===== config.mk =====
export PLATFORM = sky130hd
export DESIGN_NAME = ordered_queue_delete_by_key
export DESIGN_NICKNAME = d
export VERILOG_FILES = /design/src/sv/oqd_pkg.sv /design/src/sv/oqd_cell.sv /design/src/sv/ordered_queue_delete_by_key.sv
export SDC_FILE = /design/constraint.sdc
export NUM_CORES = 2
export LEC_CHECK = 0
export BUFFER_PORTS_ARGS = -buffer_cell sky130_fd_sc_hd__buf_4
export CAP_MARGIN = 20
export CORE_ASPECT_RATIO = 0.9
export CORE_MARGIN = 2
export CORE_UTILIZATION = 60
export CTS_BUF_LIST = sky130_fd_sc_hd__clkbuf_4
export DETAILED_ROUTE_END_ITERATION = 16
export PLACE_DENSITY = 0.74
export SETUP_SLACK_MARGIN = 0.02
export SLEW_MARGIN = 30
export SYNTH_ARGS = -nofsm -noshare
export SYNTH_HDL_FRONTEND = slang
export SYNTH_SLANG_ARGS = --single-unit

===== constraint.sdc =====
create_clock -name clk_i -period 10.87 [get_ports clk_i]
set_clock_uncertainty 0.2 [all_clocks]
set_input_delay 2.174 -clock clk_i [delete_from_list [all_inputs] [get_ports clk_i]]
set_output_delay 2.174 -clock clk_i [all_outputs]
set_load 0.02 [all_outputs]

===== src/sv/oqd_pkg.sv =====
// ----------------------------------------------------------------------------
// oqd_pkg
// Shared constants and types of the ordered queue with delete by key.
// ----------------------------------------------------------------------------
package oqd_pkg;

  localparam int unsigned DEPTH = 64;
  localparam int unsigned ID_W  = 32;
  // Counts span 0..DEPTH, indexes span 0..DEPTH-1.
  localparam int unsigned CNT_W = $clog2(DEPTH + 1);
  localparam int unsigned IDX_W = (DEPTH > 1) ? $clog2(DEPTH) : 1;

  typedef logic signed [ID_W-1:0] id_t;

  typedef enum logic [1:0] {
    CMD_APPEND = 2'd0,
    CMD_REMOVE = 2'd1,
    CMD_DUMP   = 2'd2,
    CMD_CLEAR  = 2'd3
  } cmd_e;

  // Controls broadcast to every cell of the chain.
  typedef struct packed {
    logic shift;
    logic clear;
    logic cmp;
  } cell_ctrl_t;

endpackage


===== src/sv/oqd_cell.sv =====
// ----------------------------------------------------------------------------
// oqd_cell
// One queue slot: id, live bit and registered key match. Takes the
// neighbor's contents when the chain rotates.
// ----------------------------------------------------------------------------
module oqd_cell (
  input  logic               clk_i,
  input  logic               rst_ni,
  input  oqd_pkg::cell_ctrl_t ctrl_i,
  input  logic               wr_i,
  input  logic               kill_i,
  input  oqd_pkg::id_t       key_i,
  input  oqd_pkg::id_t       nb_id_i,
  input  logic               nb_live_i,
  output oqd_pkg::id_t       id_o,
  output logic               live_o,
  output logic               match_o
);

  oqd_pkg::id_t id_q, id_d;
  logic         live_q, live_d;
  logic         match_q, match_d;

  always_comb begin
    id_d    = id_q;
    live_d  = live_q;
    match_d = match_q;
    priority if (ctrl_i.clear) begin
      live_d = 1'b0;
    end else if (ctrl_i.shift) begin
      id_d   = nb_id_i;
      live_d = nb_live_i;
    end else if (wr_i) begin
      id_d   = key_i;
      live_d = 1'b1;
    end else if (kill_i) begin
      live_d = 1'b0;
    end
    if (ctrl_i.cmp) begin
      match_d = live_q && (id_q == key_i);
    end
  end

  always_ff @(posedge clk_i or negedge rst_ni) begin
    if (!rst_ni) begin
      live_q  <= 1'b0;
      match_q <= 1'b0;
    end else begin
      live_q  <= live_d;
      match_q <= match_d;
    end
  end

  // Ids carry no reset: a slot is read only once written.
  always_ff @(posedge clk_i) begin
    id_q <= id_d;
  end

  assign id_o    = id_q;
  assign live_o  = live_q;
  assign match_o = match_q;

endmodule


===== src/sv/ordered_queue_delete_by_key.sv =====
// ----------------------------------------------------------------------------
// ordered_queue_delete_by_key
// Ordered id queue built as a ring of slot cells, with removal by value.
// ----------------------------------------------------------------------------
// Usage:
//   Input beats carry cmd_i and item_id_i; output beats carry out_id_o,
//   last_o, empty_res_o and overflowed_o. A beat moves when valid is high
//   and stall is low.
//   Append and clear complete without leaving idle. Remove first has
//   every cell compare its id with the key, then, in the kill state,
//   drops the earliest match through a lowest-set-bit pick over the
//   match vector. Dump rotates the ring once around its DEPTH (64) slots,
//   waiting on a stalled receiver, one result per live slot at the head.
//   A dump of an empty queue gives one beat flagged empty.
//   While remove or dump is in progress in_stall_o is high. The output
//   register lets the next item in while a result still waits; a stalled
//   receiver holds the ring at a live head slot.
//   Reset clears all live bits, the fill count and the overflow flag;
//   no output beat is pending after reset.
// ----------------------------------------------------------------------------
module ordered_queue_delete_by_key (
  input  logic               clk_i,
  input  logic               rst_ni,
  input  logic               in_valid_i,
  output logic               in_stall_o,
  input  logic [1:0]         cmd_i,
  input  logic signed [31:0] item_id_i,
  output logic               out_valid_o,
  input  logic               out_stall_i,
  output logic signed [31:0] out_id_o,
  output logic               last_o,
  output logic               empty_res_o,
  output logic               overflowed_o
);

  localparam int unsigned Depth = oqd_pkg::DEPTH;
  localparam int unsigned CntW  = oqd_pkg::CNT_W;
  localparam int unsigned IdxW  = oqd_pkg::IDX_W;

  typedef enum logic [2:0] {
    ST_IDLE,
    ST_KILL,
    ST_DUMP,
    ST_EMPTY
  } state_e;

  typedef oqd_pkg::cmd_e cmd_e_t;

  state_e              state_q;
  logic [CntW-1:0]     used_q;
  logic [CntW-1:0]     cnt_q;
  logic [CntW-1:0]     remain_q;
  logic [IdxW-1:0]     step_q;
  logic                ovf_q;
  logic                out_valid_q;
  oqd_pkg::id_t        out_id_q;
  logic                out_last_q;
  logic                out_empty_q;
  logic                out_ovf_q;

  oqd_pkg::id_t        cell_id   [Depth];
  logic [Depth-1:0]    cell_live;
  logic [Depth-1:0]    match_vec;
  logic [Depth-1:0]    wr_vec;
  logic [Depth-1:0]    kill_vec;
  oqd_pkg::cell_ctrl_t ctrl;

  logic   accept;
  cmd_e_t cmd;
  logic   out_free;
  logic   adv;
  logic   has_room;

  assign in_stall_o = (state_q != ST_IDLE);
  assign accept     = in_valid_i && !in_stall_o;
  assign cmd        = oqd_pkg::cmd_e'(cmd_i);
  assign out_free   = !out_valid_q || !out_stall_i;
  assign has_room   = (used_q < CntW'(Depth));
  // Advance the ring unless a live head must wait for the output register.
  assign adv        = (state_q == ST_DUMP) && (!cell_live[0] || out_free);

  always_comb begin
    ctrl.shift = adv;
    ctrl.clear = accept && (cmd == oqd_pkg::CMD_CLEAR);
    ctrl.cmp   = accept && (cmd == oqd_pkg::CMD_REMOVE);
  end

  // Earliest match only: isolate the lowest set bit.
  assign kill_vec = (state_q == ST_KILL) ? (match_vec & (~match_vec + Depth'(1)))
                                         : '0;

  for (genvar i = 0; i < Depth; i++) begin : g_cell
    assign wr_vec[i] = accept && (cmd == oqd_pkg::CMD_APPEND) && has_room
                       && (used_q == CntW'(i));

    oqd_cell u_cell (
      .clk_i     (clk_i),
      .rst_ni    (rst_ni),
      .ctrl_i    (ctrl),
      .wr_i      (wr_vec[i]),
      .kill_i    (kill_vec[i]),
      .key_i     (item_id_i),
      .nb_id_i   (cell_id[(i + 1) % Depth]),
      .nb_live_i (cell_live[(i + 1) % Depth]),
      .id_o      (cell_id[i]),
      .live_o    (cell_live[i]),
      .match_o   (match_vec[i])
    );
  end

  always_ff @(posedge clk_i or negedge rst_ni) begin
    if (!rst_ni) begin
      state_q     <= ST_IDLE;
      used_q      <= '0;
      cnt_q       <= '0;
      remain_q    <= '0;
      step_q      <= '0;
      ovf_q       <= 1'b0;
      out_valid_q <= 1'b0;
      out_id_q    <= '0;
      out_last_q  <= 1'b0;
      out_empty_q <= 1'b0;
      out_ovf_q   <= 1'b0;
    end else begin
      // Drop the held beat once taken; a new load below overrides.
      if (out_valid_q && !out_stall_i) begin
        out_valid_q <= 1'b0;
      end
      unique case (state_q)
        ST_IDLE: begin
          if (accept) begin
            unique case (cmd)
              oqd_pkg::CMD_APPEND: begin
                if (has_room) begin
                  used_q <= used_q + CntW'(1);
                  cnt_q  <= cnt_q + CntW'(1);
                end else begin
                  ovf_q <= 1'b1;
                end
              end
              oqd_pkg::CMD_REMOVE: begin
                state_q <= ST_KILL;
              end
              oqd_pkg::CMD_DUMP: begin
                remain_q <= cnt_q;
                step_q   <= '0;
                state_q  <= (cnt_q == '0) ? ST_EMPTY : ST_DUMP;
              end
              oqd_pkg::CMD_CLEAR: begin
                used_q <= '0;
                cnt_q  <= '0;
                ovf_q  <= 1'b0;
              end
              default: ;
            endcase
          end
        end
        ST_KILL: begin
          if (|match_vec) begin
            cnt_q <= cnt_q - CntW'(1);
          end
          state_q <= ST_IDLE;
        end
        ST_DUMP: begin
          if (adv) begin
            if (cell_live[0]) begin
              out_valid_q <= 1'b1;
              out_id_q    <= cell_id[0];
              out_last_q  <= (remain_q == CntW'(1));
              out_empty_q <= 1'b0;
              out_ovf_q   <= ovf_q;
              remain_q    <= remain_q - CntW'(1);
            end
            step_q <= step_q + IdxW'(1);
            if (step_q == IdxW'(Depth - 1)) begin
              state_q <= ST_IDLE;
            end
          end
        end
        ST_EMPTY: begin
          if (out_free) begin
            out_valid_q <= 1'b1;
            out_id_q    <= '0;
            out_last_q  <= 1'b1;
            out_empty_q <= 1'b1;
            out_ovf_q   <= ovf_q;
            state_q     <= ST_IDLE;
          end
        end
        default: state_q <= ST_IDLE;
      endcase
    end
  end

  assign out_valid_o  = out_valid_q;
  assign out_id_o     = out_id_q;
  assign last_o       = out_last_q;
  assign empty_res_o  = out_empty_q;
  assign overflowed_o = out_ovf_q;

endmodule

==> summary.md <==
| Metric | Value |
|---|---|
| Worst setup EP type | output port |
| Mean Syn Cell Area | 12.8 sq um |
| Worst IR Drop VDD | 0.000202 V |
| Routed WL per cell | 36.9 microns |
| Fmax | 0.200 GHz |
| CTS tree | built |
| Initial core utilization | 0.604 |
| DP Area | 0.115 sq mm |
| Final worst slack | 5860 ps |
| Worst slew pin tran | 1170 ps |
| Design area | 0.123 sq mm |
| Final worst path period need | 5010 ps |
| Antenna Nets Post-Route | 0 |
| Core ar. | 0.186 sq mm |
| Initial antenna violation count | 17 |
| Post-synth top area share | 0.548 |
| Req. time, crit path | 8500 ps |
| Die height | 414 microns |
| Yosys reg bits | 2242 |
| Worst EP arrival | 2630 ps |
| Final-report hold violation count | 0 |
| FP Rows | 150 |
| Synth Instances | 8792 |
| Clock slew at reported path FFs | 70 ps |
| Crit Path Class | register to output port |
| First-pass iteration count of the detailed router | 9 |
| Syn_nets | 8844 |
| Internal power | 19.4 mW |
| Drt drc | 0 |
| TritonCTS Buffers | 590 |
| Yosys cell types | 73 |
| Net switching power | 11.5 mW |
| # setup viols final | 0 |
| Place WS | 5010 ps |
| Clock Latency Late Sink | 1490 ps |
| PortBufs | 74 |
| Chip width | 460 microns |
| Register area share after synthesis | 0.591 |
| I/O pin count | 75 |
| Clk sink count | 2242 |
| Setup_tns | 0 ps |
| DP Wirelength | 265000 microns |
| Pins Over Slew Limit | 0 |
| Relative slew slack | 0.220 |
| Post-CTS sizing | 0 |
| Post-synth top flop | edfxtp_1 |
| Leak pwr | 52.9 nW |
| Power Dens Cells | 252 mW/mm^2 |
| Startpoint class of the critical path | register |
| Post-synth ARST share | 0.0865 |
| Largest net degree at the start of global routing | 245 |
| Gate power share | 0.290 |
| Number of synthesized flops with an enable pin | 2048 |
| First-pass GRT wire length | 604000 microns |
| Final Cycle Share | 0.461 |
| H-tree level count | 6 |
| MaxCap Viol Count | 0 |
| Synth warn | 0 |
| Critical path peak fanout | 16 |
| Share of cells above drive strength 1 | 0.143 |
| Clock buffer depth | 4 |
| Hold Buf Count CTS | 0 |
| Via count | 83441 |
| Status | complete, no violations |
| DIE AREA | 0.191 sq mm |
| Clk network pwr share | 0.245 |
| Area grow syn2layout | 9.35% |
| Setup Fix Bufs, Post-CTS | 0 |
| Sequential power share | 0.465 |
| Vias in the first global route | 81856 |
| GP Congestion | 0.995 |
| Overall Global Routing Usage | 0.448 |
| Sw Ratio | 0.374 |
| 1st-iter DRT viols | 15854 |
| Synth area leader | edfxtp_1 |
| Most common cell after layout, fill and taps aside | a21o_1 |
| Synth top area cells | edfxtp_1, a21o_1, xor2_1, dfrtp_1, xnor2_1 |
| Post-layout nets | 8950 |
| RSZ-0062 raised after global routing | false |
| Drt total wl | 434000 microns |
| HP Class | register to register |
| Grt ovf | 0 |
| Vias/cell | 7.10 |
| Clk root buf | clkbuf_4 |
| Commonest cells after routing, fill and taps aside | a21o_1, edfxtp_1, xor2_1 |
| Mapped Area | 0.112 sq mm |
==> critical path, cell delays in order, from the launching register on <==
cell     delay [ps]
dfrtp_1         380
buf_4           230
nor2_1          270
inv_1           120
buf_4           170
==> routing by layer <==
layer	vias up	track usage	share of wire
met3	1969	0.162	0.17
li1	32717	-	-
met1	40773	0.590	0.34
met4	20	0.272	0.075
met5	-	0	0.00027
met2	7962	0.634	0.41
==> logic make-up (layout without fill, tap and decap cells) <==
logic type	after synthesis	after routing	synth area share
xor+xnor	2045	2045	0.159
other cells	0	16	0
mux	4	4	0.000446
simple gates	1250	1250	0.0616
flops	2242	2242	0.591
buf+inv	812	1322	0.0279
fa+ha+maj	14	14	0.00156
compound gates	2425	2425	0.158
==> cell type report <==
cell class              count  area, sq um
diodes                     16         40.0
clock inverters           104          542
clock buffers             892         6700
fillers                 13794        63000
repair buffers            284         2680
multi-input cells        5738        43300
inverters                  42          158
flip-flops and latches   2242        66400
well taps                2432         3040
==> metrics by stage <==
stage          hold slack, ps  power, mW  std cells  utilization
2_1_floorplan             239       19.3       8792            -
3_3_place_gp              253       22.7      10722        0.620
3_5_place_dp              261       22.9      10728        0.620
4_1_cts                   274       30.4      11724        0.659
5_1_grt                   302       31.7      11744        0.661
6_report                  275       30.9      11750        0.661
==> power groups by stage <==
| stage | Combinational [mW] | Sequential, mW | Clock, mW |
|---|---|---|---|
| after floorplan | 5.63 | 13.7 | 0 |
| after global placement | 8.30 | 14.4 | 0 |
| after detailed placement | 8.51 | 14.4 | 0 |
| after CTS | 8.58 | 14.3 | 7.51 |
| after global routing | 9.35 | 14.4 | 7.97 |
| final | 8.97 | 14.4 | 7.58 |
==> synth_stat cells (all sizes together), types with 9 or more instances <==
cell type and number:
a21o 2052, a21oi 115, a22oi 11, a31oi 28, and2 39, and3 11
buf 212, clkbuf 558, dfrtp 194, edfxtp 2048, ha 14, inv 42
nand2 181, nand3 146, nand4 191, nor2 117, nor3 86, nor4 412
o211ai 10, o21ai 74, o22ai 22, o31ai 52, or3 9, xnor2 347
xor2 1698
==> registers in the layout, indices dropped and copies added (netlist names) <==
| register | count |
|---|---|
| ovf_q | 1 |
| out_id_o | 32 |
| g_cell.u_cell.id_o | 2048 |
| state_q | 2 |
| step_q | 6 |
| out_valid_o | 1 |
| last_o | 1 |
| remain_q | 7 |
| used_q | 7 |
| cnt_q | 7 |
| g_cell.u_cell.live_o | 64 |
| g_cell.u_cell.match_o | 64 |
| empty_res_o | 1 |
| overflowed_o | 1 |
==> path summary, 6_finish.rpt <==
path                                         endpoint        start  cells past startpoint  slack [ps]
min in group asynchronous    g_cell[61].u_cell.live_o       rst_ni                      1         410
max reg2reg                g_cell[26].u_cell.id_o[27]   state_q[0]                      8        6010
max in group asynchronous   g_cell[28].u_cell.match_o       rst_ni                      2        8570
max                                        in_stall_o   state_q[1]                      4        5860
min reg2reg                               out_id_o[9]  out_id_o[9]                      2         270
min                                       out_id_o[9]  out_id_o[9]                      2         270
Note: power is estimated with default switching activity, not from simulation.
